## src/rtl/lru_tile_page_cache_macros.svh

```systemverilog
// assertion macros for the tile page cache
// used by the top level only
`ifndef LRU_TILE_PAGE_CACHE_MACROS_SVH
`define LRU_TILE_PAGE_CACHE_MACROS_SVH
// implication checked on every clock unless in reset
`define LTPC_ASSERT_IMP(label, clk, rst_n, lhs, rhs, msg) \
    label: assert property (@(posedge clk) disable iff (!rst_n) (lhs) |-> (rhs)) \
        else $error(msg);
// next-cycle implication
`define LTPC_ASSERT_NXT(label, clk, rst_n, lhs, rhs, msg) \
    label: assert property (@(posedge clk) disable iff (!rst_n) (lhs) |=> (rhs)) \
        else $error(msg);
`endif

```

## src/rtl/ltpc_scan.sv

```systemverilog
// scan unit: one page per cycle while i_step is high, tag match and oldest-stamp compare
// no dependencies on ltpc_pkg
module ltpc_scan #(
    parameter int IW = 6
) (
    input  logic          i_clk,
    input  logic          i_start,
    input  logic          i_step,
    input  logic          i_used,
    input  logic [35:0]   i_tag,
    input  logic [31:0]   i_stamp,
    input  logic [35:0]   i_key,
    input  logic [IW-1:0] i_idx,
    output logic          o_hit,
    output logic [IW-1:0] o_hit_idx,
    output logic          o_best_v,
    output logic [IW-1:0] o_best_idx
);
    logic [31:0] r_best_stamp;
    // running hit and minimum, first match and first minimum win
    always_ff @(posedge i_clk) begin
        if (i_start) begin
            o_hit    <= 1'b0;
            o_best_v <= 1'b0;
            o_hit_idx <= '0;
            o_best_idx <= '0;
            r_best_stamp <= '0;
        end else if (i_step && i_used) begin
            if (!o_hit && i_tag == i_key) begin
                o_hit     <= 1'b1;
                o_hit_idx <= i_idx;
            end
            if (!o_best_v || i_stamp < r_best_stamp) begin
                o_best_v     <= 1'b1;
                o_best_idx   <= i_idx;
                r_best_stamp <= i_stamp;
            end
        end
    end
endmodule

```

## config.mk

```make
export PLATFORM = sky130hd
export DESIGN_NAME = ltpc_scan
export DESIGN_NICKNAME = d
export VERILOG_FILES = /design/src/rtl/lru_tile_page_cache_macros.svh /design/src/rtl/ltpc_scan.sv
export SDC_FILE = /design/constraint.sdc
export NUM_CORES = 1
export LEC_CHECK = 0
export BUFFER_PORTS_ARGS = -buffer_cell sky130_fd_sc_hd__buf_2
export CAP_MARGIN = 5
export CORE_ASPECT_RATIO = 2
export CORE_UTILIZATION = 35
export DETAILED_ROUTE_END_ITERATION = 6
export HOLD_SLACK_MARGIN = 0.06
export PLACE_DENSITY = 0.64
export RECOVER_POWER = 25
export SLEW_MARGIN = 0
export SYNTH_ARGS = -nofsm -noshare
export SYNTH_HDL_FRONTEND = slang
export SYNTH_SLANG_ARGS = --single-unit
```

## constraint.sdc

```tcl
create_clock -name i_clk -period 2.76 [get_ports i_clk]
set_input_delay 0.69 -clock i_clk [delete_from_list [all_inputs] [get_ports i_clk]]
set_output_delay 0.69 -clock i_clk [all_outputs]
set_load 0.02 [all_outputs]
```

# ---- After elaboration in Yosys (flattened, before gate mapping)
# Cells that the tools add are included.
dict set report word_totals {
  regBits 46
  in_bits 114
  output_inout_bits 14
  word_cells 14
}
dict set report op_classes {
  magnitude_cmp 1
  eq_ne 1
  reduce_logical 7
}
# op count
set ops {}
lappend ops {{== test 36 bit} 1}
lappend ops {{< comparator 32 bit} 1}
lappend ops {{AND reduction 2 bit} 2}
lappend ops {{logical AND 1 bit} 2}
lappend ops {{zero test 1 bit} 2}
lappend ops {{logical OR 1 bit} 1}

# ---- Longest topological paths before layout
# Gate-level depths: netlist (run 1).
dict set report logic_depth {
  depth_word 3
  mapped_depth 10
  mapped_depth_nobuf 8
}

# ---- Worst setup path before layout (run 1)
# OpenSTA, ideal clock, no wires.
dict set report synth_timing {
  path_kind {input-to-reg}
  start {input i_stamp[14]}
  end {register r_best_stamp[10]}
  setup_ns 0.072
  arrival_ns 2.371
  required_ns 2.688
  slack_ns 0.317
  path_stages 9
  path_buffers 2
  cell_sequence {ha_1 -> a21oi_1 -> nand2_1 -> a221oi_1 -> nor2_1 -> nor4_2 -> buf_6 -> buf_6 -> mux2i_1}
}
dict set report synth_via {
  elab_chain_cells 3
}
# item line_no
set synth_lines {}
lappend synth_lines {{start, declared} ltpc_scan.sv:11} ;# input logic [31:0] i_stamp,
lappend synth_lines {{< comparator 32 bit} ltpc_scan.sv:33} ;# if (!o_best_v || i_stamp < r_best_stamp) begin
lappend synth_lines {{logical OR 1 bit} ltpc_scan.sv:33}
lappend synth_lines {{AND reduction 2 bit (no source line)} n/a}
lappend synth_lines {{end signal, assigned} ltpc_scan.sv:36} ;# r_best_stamp <= i_stamp;
lappend synth_lines {{end, declared} ltpc_scan.sv:19} ;# logic [31:0] r_best_stamp;
# Every way passes these cells.
# A chain may end at the register's enable or synchronous reset.

# ---- Final worst setup path (run 1)
dict set report layout_timing {
  start {input i_stamp[14]}
  end {register r_best_stamp[0]}
}
# The elaborated chain is that of the path after synthesis.

==> results summary, run 1 <==
The final critical-path required period came out at 2.58 ns. The clock network burns 36.1% of the power. STA classifies the critical path endpoint as a flop.

For this run, the total global-route usage over all layers was measured as 16.8%. The count of instances resized after the clock tree is built is 0. The congestion estimate from routability-driven global placement came to 0.725.

Of the synthesized area, sequential elements account for 29.1%. The overall power came out at 1.69 mW. The H-tree was split into 2 levels.

The number of max-cap violations came out at 0. The top cell types in the final layout, fill and taps aside, are 113 x sky130_fd_sc_hd__buf_2, 78 x sky130_fd_sc_hd__nand2b_1, 46 x sky130_fd_sc_hd__dfxtp_1, 44 x sky130_fd_sc_hd__mux2i_1. The count of port buffers added during placement came out at roughly 130. The maximum fanout along the worst path is 17. Leaving out fill and tap cells, the most frequent cell in the layout is sky130_fd_sc_hd__buf_2. The first global-routing pass estimated 12500 um of wire.

The final count of negative-setup-slack endpoints is 0. The multi-input logic area came out at 0.00206 mm2. The number of antenna violations at the first check in global routing is 0. Setup repair after global routing left no endpoint under its margin. The combined flip-flop and latch cell area is 921 um2. The run finished with clean final reports.

The proportion of power drawn by combinational gates is 21.9%. Clock-pin slew was measured on the worst setup and hold paths at 0.06 ns. The fill cell total of the finished layout is 867. The synthesized net count is ~500.

The worst hold slack came out at 0.473 ns. The cell-internal power came out at 1.24 mW. The clock passes through at most 2 buffers. VDD sags by at most 247 uV. The TritonCTS sink count is 46. For this run, the share of the core covered by cells in the final layout is 46.4%. The count of nets left with antenna violations once routing finished came out at 0. The remaining global-route overflow is 0.

The sequential share of power is 42.0%. After detailed routing, the total wire length is approximately 7800 um. For this design the top-level I/O count stands at 128.

Counting flops with an async set or reset pin after synthesis yields a share of 0%. The number of flops mapped to enable cells by yosys came out at 0. The share of cells above drive strength 1 is approximately a quarter. The area of the die is 0.00943 mm2. The synthesized flop and latch total came out at 46. The number of cell rows came out at 48. The number of pins with negative max-slew slack in the final report was 0. STA classifies the critical path startpoint as an input port. The tightest min-delay check is of the flop to flop type. The y dimension of the die came out at 136 um. The detailed placement HPWL is 6370 um. The final setup slack of the worst path is 0.182 ns. The number of instances in the synthesized netlist is 352.

The first detailed-routing pass ran for 4 iterations. For the pin with the worst max-slew slack, the measured transition is 1.17 ns. Headroom to the max-slew limit came out at between 20 and 25%.

The post-synthesis average cell area came out at 8.98 um2. The largest net degree at the start of global routing is 85. The post-synthesis cell area is roughly 0.0032 mm2.

The number of global-route vias before repair is 2829. The count of distinct cell types in the synthesized netlist is 29. The top flip-flop cell by instance count after synthesis is sky130_fd_sc_hd__dfxtp_1. The worst path arrival time is ~2.8 ns. The share of the clock period used by the worst path after layout is 93.4%. The area growth from synthesis to final layout came out at 28.0%. The tree is rooted in a sky130_fd_sc_hd__clkbuf_16.

At the placement stage, the worst setup path has a slack of -0.131 ns. The cell area reported after detailed placement is 0.00392 mm2. The floorplan step defined a core boundary enclosing just under 0.009 mm2. Buffers inserted during clock tree synthesis total 5. The critical path class is input port to flop.

Net switching is 26.6% of the power. The highest clock frequency the design can meet came out at between 0.3 and 0.4 GHz. The number of antenna diodes in the final layout is 0.

After clock tree synthesis, the setup repair step added 0 buffers. The effective utilization at floorplan came out at approximately 36%. The yosys synthesis warning count is 0.

Power spread over the standard cell area amounts to 419 mW/mm2. The static leakage is 1.74 nW. The wire length per cell after detailed routing came out at 13.5 um. The final hold violation count came out at 0.

After routing the design area is 0.00404 mm2. After clock tree synthesis, the flow added hold-fix buffers numbering 0. The worst setup slack for register-to-register paths came out at roughly 0.33 ns. The final layout contains 623 nets. The via-per-instance ratio came out at between 4 and 5. Clock latency on the worst-skew pair, taken at its later pin, is 0.29 ns.

The via count came out at roughly 2800. The DRC violation total after the first TritonRoute iteration is a little over 90. For the worst setup path, the data required time is around 3.0 ns. The analysis attributes to net switching a power of around 450 uW. The remaining design rule violation count came out at 0. The floorplan die width came out at 69.2 um. The final clock skew is 0.00301 ns. TritonCTS built the clock tree.
==> critical path: stages <==
cell and delay [ns]:
sky130_fd_sc_hd__buf_2 0.11, sky130_fd_sc_hd__ha_1 0.34, sky130_fd_sc_hd__a21oi_1 0.22, sky130_fd_sc_hd__nand2_1 0.08
sky130_fd_sc_hd__a221oi_1 0.33, sky130_fd_sc_hd__nor2_1 0.13, sky130_fd_sc_hd__nor4_4 0.43, sky130_fd_sc_hd__buf_12 0.24
sky130_fd_sc_hd__mux2i_1 0.21
==> path summary, 6_finish.rpt <==
path | endpoint | start | depth (start not counted)
worst max-delay path | r_best_stamp[0] | i_stamp[14] | 9
worst min-delay path | r_best_stamp[22] | r_best_stamp[22] | 2
worst max register to register | r_best_stamp[0] | r_best_stamp[14] | 9
worst min register to register | r_best_stamp[22] | r_best_stamp[22] | 2
==> synthesized netlist by cell type, types with 2 or more instances <==
| library cell | instances | area share, % |
|---|---|---|
| sky130_fd_sc_hd__nand2b_1 | 78 | 15 |
| sky130_fd_sc_hd__nor3_1 | 3 | 0.48 |
| sky130_fd_sc_hd__nor4_1 | 8 | 1.6 |
| sky130_fd_sc_hd__nand2_1 | 10 | 1.2 |
| sky130_fd_sc_hd__o21ai_0 | 5 | 0.79 |
| sky130_fd_sc_hd__ha_1 | 31 | 12 |
| sky130_fd_sc_hd__buf_6 | 3 | 1.1 |
| sky130_fd_sc_hd__nor2_1 | 12 | 1.4 |
| sky130_fd_sc_hd__nand3_1 | 5 | 0.79 |
| sky130_fd_sc_hd__a21oi_1 | 13 | 2.1 |
| sky130_fd_sc_hd__mux2i_1 | 44 | 14 |
| sky130_fd_sc_hd__xnor2_1 | 5 | 1.4 |
| sky130_fd_sc_hd__inv_1 | 31 | 3.7 |
| sky130_fd_sc_hd__dfxtp_1 | 46 | 29 |
| sky130_fd_sc_hd__and4_1 | 2 | 0.55 |
| sky130_fd_sc_hd__clkbuf_1 | 9 | 1.1 |
| sky130_fd_sc_hd__nand4_1 | 5 | 0.99 |
| sky130_fd_sc_hd__xor2_1 | 31 | 8.6 |
==> power groups by stage <==
stage	Clock (mW)	Sequential (mW)	Combinational, mW
6_report	0.611	0.712	0.370
5_1_grt	0.657	0.715	0.415
3_3_place_gp	0	0.725	0.366
2_1_floorplan	0	0.729	0.210
4_1_cts	0.631	0.711	0.378
3_5_place_dp	0	0.726	0.376
==> metal layers <==
metal	up-vias	global-route usage, %	part of all wire (%)
li1	1418	-	-
met1	1265	13.7	34
met2	109	36.5	58
met3	9	4.08	6.4
met4	0	6.12	1.7
met5	-	0	0
==> through the flow <==
stage / std cells / setup TNS (ns)
2_1_floorplan: 352 / 0
4_1_cts: 579 / 0
6_report: 579 / 0
3_5_place_dp: 571 / -3.26
5_1_grt: 579 / 0
3_3_place_gp: 571 / 0
==> flip-flops by register name, indices dropped and copies added (netlist names) <==
signal / flops
r_best_stamp: 32
o_hit: 1
o_hit_idx: 6
o_best_idx: 6
o_best_v: 1
==> cells by family after synthesis <==
family / count (synthesis) / share of synthesized area, %
AO/OA/AOI/OAI: 24 / 4.59
XOR/XNOR: 36 / 9.98
adder cells (fa/ha/maj): 31 / 12.3
buffers and inverters: 44 / 6.06
flip-flops: 46 / 29.1
multiplexers: 44 / 13.9
AND/OR/NAND/NOR: 127 / 24.0
==> area by class of cell <==
| cell class | count | share of cell area, % |
|---|---|---|
| sequential | 46 | 22.8 |
| multi-input combinational | 262 | 50.8 |
| tap | 100 | 3.09 |
| inverter | 31 | 2.88 |
| clock inverter | 1 | 0.124 |
| timing repair buffer | 132 | 16.8 |
| clock buffer | 7 | 3.53 |
Power figures use the tool's default switching activity.
==> inputs of run 2 (changes only) <==
--- a/config.mk
+++ b/config.mk
@@ -8,12 +8,13 @@
 export BUFFER_PORTS_ARGS = -buffer_cell sky130_fd_sc_hd__buf_2
 export CAP_MARGIN = 5
 export CORE_ASPECT_RATIO = 2
-export CORE_UTILIZATION = 35
+export CORE_UTILIZATION = 49
 export DETAILED_ROUTE_END_ITERATION = 6
 export HOLD_SLACK_MARGIN = 0.06
-export PLACE_DENSITY = 0.64
+export PLACE_DENSITY = 0.84
 export RECOVER_POWER = 25
 export SLEW_MARGIN = 0
 export SYNTH_ARGS = -nofsm -noshare
 export SYNTH_HDL_FRONTEND = slang
 export SYNTH_SLANG_ARGS = --single-unit
+export TNS_END_PERCENT = 20
==> constraint.sdc (replaced) <==
create_clock -name i_clk -period 2.76 [get_ports i_clk]
set_input_delay 0.138 -clock i_clk [delete_from_list [all_inputs] [get_ports i_clk]]
set_output_delay 0.138 -clock i_clk [all_outputs]
set_load 0.02 [all_outputs]
==> run 2 against run 1 <==
  * The run now ends with capacitance limit, slew limit left
  * Critical path depth is the same
  * Via count grew 1.2%
  * Power is 2.8% lower
  * Clock skew is 0.0039 ns higher
  * Largest power group unchanged
  * Highest routed layer unchanged
==> results summary, run 2 (synthesized netlist as in run 1, its figures left out) <==
The flow ran to the end, but the final reports show violations. The final reports fail on capacitance limit, slew limit. The overall power is approximately 1.6 mW. The overall track demand over capacity in global routing is between 20% and 30%. The final clock skew came out at roughly 0.0069 ns. The worst relative slew slack is -62.8%. The critical path endpoint is r_best_stamp[4]. After clock tree synthesis, the repair step resized 0 gates. More flip-flops sit in one register than any other, and that register is r_best_stamp. The switching share of total power came out at 26.3%.

In the layout the commonest cells are 112 x sky130_fd_sc_hd__buf_2, 78 x sky130_fd_sc_hd__nand2b_1, 46 x sky130_fd_sc_hd__dfxtp_1, 44 x sky130_fd_sc_hd__mux2i_1. The largest vdd supply drop came out at 474 uV. The area of the core region came out at 0.00626 mm2.

The number of setup buffers added after CTS is 0. The worst hold path belongs to the class input port to flop. The total overflow left after global routing is 0.

The area of the die is a little under 0.007 mm2. The via-per-instance ratio came out at 5.05. By startpoint and endpoint, the worst setup path is classified as flop to flop. The y dimension of the die came out at between 100 and 150 um. The final hold violation count is 0.

The flip-flop count of the largest register, all copies and words added came out at 32. The number of cell rows came out at about 40. The clock buffer count from CTS is 5.

The residual antenna-violating net count after detailed routing is 0. The worst path uses about 89% of the clock period. For this run, design rule violations remaining after detail routing come to 0.

The floorplan die width came out at 58.8 um. The number of pins with negative max-slew slack in the final report came to 85. In this run the critical register-to-register path is launched from r_best_stamp[11]. The worst setup path is captured at a flop. The number of antenna violations at the first check in global routing is 0. The power density over the cells is 414 mW/mm2. The final weighted congestion in routability-driven placement came out at 0.793. After clock tree synthesis, the clock-pin slew on the worst setup and hold paths is 0.06 ns. The accumulated negative setup slack came out at 0 ns. The worst hold slack is 0.110 ns. Setup repair after global routing left no endpoint under its margin.

The cell-internal power came out at around 1.2 mW. The slew at the pin closest to its max-slew limit came out at between 2 and 2.5 ns. The total routed wirelength is 7650 um. The largest net degree at the start of global routing is 85. The number of ports placed on the die boundary came out at 128. The worst setup slack for register-to-register paths is 0.31 ns. The final net count is 621. For this run, the top clock speed supported by timing is 0.408 GHz. In this run the deepest clock path goes through 2 buffers. The effective utilization at floorplan came out at 50.5%. The sequential share of power came out at 43.3%. TritonCTS built the clock tree. At the worst endpoint, the required time is a little under 3 ns. The number of max-cap violations is 1. The share of total power dissipated in the clock network is 34.5%.

The proportion of power drawn by combinational gates is 22.2%. The clock reaches the later pin of the worst-skew pair after approximately 0.29 ns. CTS built an H-tree with a depth of 2. The launching element type of the critical path is a flop. The TritonCTS sink count is 46. In this run the worst path has a maximum fanout of 14. The power dissipated by switching net loads came out at between 400 and 500 uW. The count of port buffers added during placement is between 100 and 150.

The share of cells above drive strength 1 is 25.8%. The number of hold buffers added after CTS was 0. For this design the static power due to leakage is around 1.7 nW. The wire length per cell after detailed routing is 13.6 um. The number of global-route vias before repair was 2705. The via count is 2836. The depth of the worst register-to-register path came out at 9. The fill cell total of the finished layout is 560. The most common cell after layout, fill and taps aside is sky130_fd_sc_hd__buf_2.

For this block, the initial DRC count from the detailed router was 60. STA puts the critical path data arrival time at 2.66 ns. In this run the critical register-to-register path is captured at r_best_stamp[4]. The largest registers in the layout are r_best_stamp: 32 flops, o_best_idx: 6 flops, o_hit_idx: 6 flops.

Compared with the post-synthesis result, the final layout area differs by 25.7%. The detailed placement HPWL is 6030 um. The global-route wire length before repair came out at between 10000 and 15000 um. The detailed-router iteration count before antenna repair came out at 4. The final critical-path required period is between 2 and 2.5 ns. The final count of negative-setup-slack endpoints is 0. The root buffer cell chosen for the clock tree is sky130_fd_sc_hd__clkbuf_16. The critical path starts at r_best_stamp[11]. The count of antenna diodes in the layout came out at 0.
run 2: changes by cell type in the layout (fill, tap and decap cells not counted), sizes merged:
cell and delta:
buf -2, clkinv -1
run 2: power groups by stage:
stage | clock (mW) | combinational [mW] | sequential, mW
after floorplan | 0 | 0.210 | 0.729
after global placement | 0 | 0.353 | 0.724
after CTS | 0.582 | 0.370 | 0.711
final | 0.568 | 0.366 | 0.712
after global routing | 0.609 | 0.408 | 0.715
after detailed placement | 0 | 0.366 | 0.726
run 2: critical path, cell delays in order, from the launching register on:
cell                       delay [ns]
sky130_fd_sc_hd__dfxtp_1         0.33
sky130_fd_sc_hd__inv_1           0.05
sky130_fd_sc_hd__ha_1            0.28
sky130_fd_sc_hd__a21oi_1         0.18
sky130_fd_sc_hd__o21ai_0         0.15
sky130_fd_sc_hd__a221oi_1        0.37
sky130_fd_sc_hd__nor2_1          0.13
sky130_fd_sc_hd__nor4_4          0.32
sky130_fd_sc_hd__buf_4           0.32
sky130_fd_sc_hd__mux2i_1         0.23
run 2: per-layer routing:
layer | vias to the layer above | part of all wire (%) | wire, um | GRT usage (%)
met2 | 118 | 54 | 4150 | 45.5
met5 | - | 0 | 0 | 0
met1 | 1293 | 36 | 2770 | 20.6
met3 | 10 | 7.6 | 584 | 4.02
met4 | 0 | 1.9 | 146 | 8.57
li1 | 1415 | - | - | -
run 2: how the worst min path moves through the flow:
stage | startpoint | end | depth (start not counted)
floorplan | i_used | o_best_v | 2
global placement | i_idx[4] | o_hit_idx[4] | 3
detailed placement | i_idx[3] | o_hit_idx[3] | 3
CTS | i_idx[3] | o_hit_idx[3] | 3
global route | i_idx[0] | o_hit_idx[0] | 3
finish | i_idx[0] | o_hit_idx[0] | 3
run 2: final cells by class:
cell class                 instances  area [um2]  area share (%)
multi-input combinational        262        2060            51.7
timing repair buffer             130         639            16.1
clock buffer                       7         133            3.34
tap                               86         108            2.71
sequential                        46         921            23.2
inverter                          31         116            2.93
run 2: per-stage QoR:
stage	cell area (um2)	setup slack, ns	cells	util (%)
2_1_floorplan	3160	0.678	352	-
3_3_place_gp	3860	0.529	555	61.7
3_5_place_dp	3860	0.396	555	61.7
4_1_cts	3990	0.304	562	63.8
5_1_grt	3970	0.172	562	63.5
6_report	3970	0.312	562	63.5
==> inputs of run 3 (changes only) <==
==> config.mk (replaced) <==
export PLATFORM = sky130hd
export DESIGN_NAME = ltpc_scan
export DESIGN_NICKNAME = d
export VERILOG_FILES = /design/src/rtl/lru_tile_page_cache_macros.svh /design/src/rtl/ltpc_scan.sv
export SDC_FILE = /design/constraint.sdc
export NUM_CORES = 1
export LEC_CHECK = 0
export CAP_MARGIN = 5
export CORE_ASPECT_RATIO = 2
export CORE_UTILIZATION = 59
export DETAILED_ROUTE_END_ITERATION = 6
export DONT_BUFFER_PORTS = 1
export HOLD_SLACK_MARGIN = 0.06
export PLACE_DENSITY = 0.78
export RECOVER_POWER = 25
export REMOVE_ABC_BUFFERS = 1
export SYNTH_ARGS = -nofsm -noshare
export SYNTH_HDL_FRONTEND = slang
export SYNTH_SLANG_ARGS = --single-unit
export TNS_END_PERCENT = 20
==> run 3 against run 2 <==
  * The run now ends clean
  * Final cell count down 20%
  * Die area down 17%
  * Clock power down 9.5%
  * Flip-flop and latch count did not move
  * Worst hold slack improved by 0.050 ns
  * Wire length decreased by 0.99%
  * Power down 6.7%
  * Largest power group unchanged
==> results summary, run 3 (synthesized netlist as in run 1, its figures left out) <==
The number of pins with negative max-slew slack in the final report is 0. The global-route wire length before repair is 11700 um. The number of global-route vias before repair came out at 2751. The y dimension of the die came out at 105 um. CTS placed an instance of sky130_fd_sc_hd__clkbuf_8 at the clock tree root. TritonCTS built the clock tree. The via-per-instance ratio came out at 5.56. The detailed placement HPWL is between 5000 and 6000 um. The final critical-path required period came out at ~2.5 ns. The power density over the cells came out at 413 mW/mm2.

The floorplan die width came out at 53.7 um. The number of setup buffers added after CTS came out at 0. Leaving out fill and tap cells, the most frequent cells in the layout are 78 x sky130_fd_sc_hd__nand2b_1, 46 x sky130_fd_sc_hd__dfxtp_1, 44 x sky130_fd_sc_hd__mux2i_1, 41 x sky130_fd_sc_hd__dlygate4sd3_1.

The number of cell rows is 37. For flop-to-flop paths, the worst setup slack is 0.29 ns. The final weighted congestion in routability-driven placement is about 0.76.

The fill cell total of the finished layout came out at between 300 and 400. In the final layout, the registers with the most flip-flops are r_best_stamp: 32 flops, o_best_idx: 6 flops, o_hit_idx: 6 flops. The area growth from synthesis to final layout is 17.8%. VDD sags by at most 510 uV. The highest clock frequency the design can meet is 0.405 GHz. The wire length per cell after detailed routing is between 15 and 20 um. The share of cells above drive strength 1 is 3.32%.

The fraction of met2 tracks used by global routing is 53.2%. The overall track demand over capacity in global routing came out at around 29%. The count of antenna diodes in the layout is 0.

The number of buffers between clock root and the deepest sink is 2. In the finished design, the share of the clock period the worst path needs comes to 89.5%. The worst hold slack is 0.161 ns. The clock-pin slew on the worst setup and hold paths is 0.09 ns. The register with the most flip-flops in the layout has 32 of them.

The maximum fanout along the worst path is 26. The overall power came out at approximately 1.5 mW. At the worst endpoint, the required time is about 3 ns.

The worst pin sits at a relative slew slack of 57.6%. The count of port buffers added during placement is 0. The DRC violation total after the first TritonRoute iteration is 61.

The worst setup path is launched from a flop. The residual antenna-violating net count after detailed routing came out at 0. The latest clock arrival within the worst-skew pair came out at 0.32 ns. The clock drives 46 sinks. The met3 layer usage reported by global route came out at 5.19%.

After detailed routing, the number of remaining DRC violations is 0. The most utilized layer in the global route result is met2. The static leakage came out at 1.41 nW. The detailed-router iteration count before antenna repair is 4. For the pin with the worst max-slew slack, the measured transition is 0.631 ns. The area of the die is 0.00567 mm2. The final hold violation count is 0. The via count came out at approximately 2500. 128 I/O pins were placed. The number of antenna violations at the first check in global routing came out at 0.

The remaining global-route overflow came out at 0. TritonCTS created 5 clock buffers. The routing usage on met1 is 26.8%. The run finished with clean final reports. The most common cell after layout, fill and taps aside is sky130_fd_sc_hd__nand2b_1.

Entering global routing, the biggest net connects 85 pins. The H-tree was split into 2 levels. The nature of the critical path endpoint is a flop.

Across the routed clock network, the largest skew measured is 0.0106 ns. The worst path arrival time is 2.66 ns. Setup repair after global routing left no endpoint under its margin.

The register bank with the most flops is r_best_stamp. The total routed wirelength came out at 7580 um. The effective utilization at floorplan came out at 61.5%.

Max-cap violations in this run came to 0. The final count of negative-setup-slack endpoints is 0. The critical path class is flop to flop.

The final net count came out at 535. The total non-filler cell area in the finished layout is around 0.0037 mm2. The cell area reported after detailed placement came out at around 0.0032 mm2. The area of the core region came out at slightly above 0.005 mm2. In this run the worst hold path is classified as input port to flop.
run 3: cell types whose count changed in the layout (fill, tap and decap cells not counted), sizes merged:
cell         change
buf            -112
bufinv           +1
clkbuf          -16
clkinvlp         +1
dlygate4sd3     +41
run 3: metrics by stage:
| step | utilization, % | worst slack [ns] | setup TNS (ns) | std cells |
|---|---|---|---|---|
| 2_1_floorplan | - | -1.93 | -73.20 | 339 |
| 4_1_cts | 72.4 | 0.283 | 0 | 449 |
| 6_report | 72.4 | 0.289 | 0 | 449 |
| 3_5_place_dp | 61.9 | 0.292 | 0 | 399 |
| 5_1_grt | 72.4 | 0.00244 | 0 | 449 |
| 3_3_place_gp | 61.9 | 0.319 | 0 | 399 |
run 3: path summary, 6_finish.rpt:
check	cells past startpoint	startpoint	to
min	2	i_start	o_hit_idx[1]
max reg2reg	9	r_best_stamp[30]	r_best_stamp[29]
min reg2reg	2	r_best_stamp[26]	r_best_stamp[26]
max	9	r_best_stamp[30]	r_best_stamp[29]
run 3: where the power goes:
group	internal (mW)	total (mW)	switching (mW)	leakage, nW
sequential	0.694	0.720	0.0258	0.375
combinational	0.168	0.302	0.134	0.988
clock	0.270	0.514	0.243	0.0514
total	1.13	1.54	0.403	1.41
run 3: layout make-up:
type,instances,area (um2),area share (%)
Multi-Input combinational cell,262,2060,55.2
Timing Repair Buffer,44,445,12.0
Inverter,31,116,3.13
Clock buffer,6,72.6,1.95
Sequential cell,46,921,24.7
Tap cell,58,72.6,1.95
Clock inverter,2,37.5,1.01
run 3: timing repair:
item | 4_1_cts | 5_1_grt
resized for setup | 0 | 0
hold buffers | 42 | 0
endpoints found under the hold margin | 46 | 0
run 3: metal layers:
| metal | share of wire [%] | routed length, um |
|---|---|---|
| met5 | 0 | 0 |
| met4 | 3.8 | 289 |
| met3 | 6.2 | 472 |
| met2 | 55 | 4150 |
| met1 | 35 | 2660 |
run 3: worst max-delay path: stages (launching register included):
cell                       delay, ns
sky130_fd_sc_hd__dfxtp_1        0.34
sky130_fd_sc_hd__inv_1          0.05
sky130_fd_sc_hd__ha_1           0.31
sky130_fd_sc_hd__nand4_1        0.16
sky130_fd_sc_hd__nor4_1         0.43
sky130_fd_sc_hd__nand2_1        0.18
sky130_fd_sc_hd__a311oi_2       0.34
sky130_fd_sc_hd__nor4_4         0.06
sky130_fd_sc_hd__buf_4          0.28
sky130_fd_sc_hd__mux2i_1        0.18
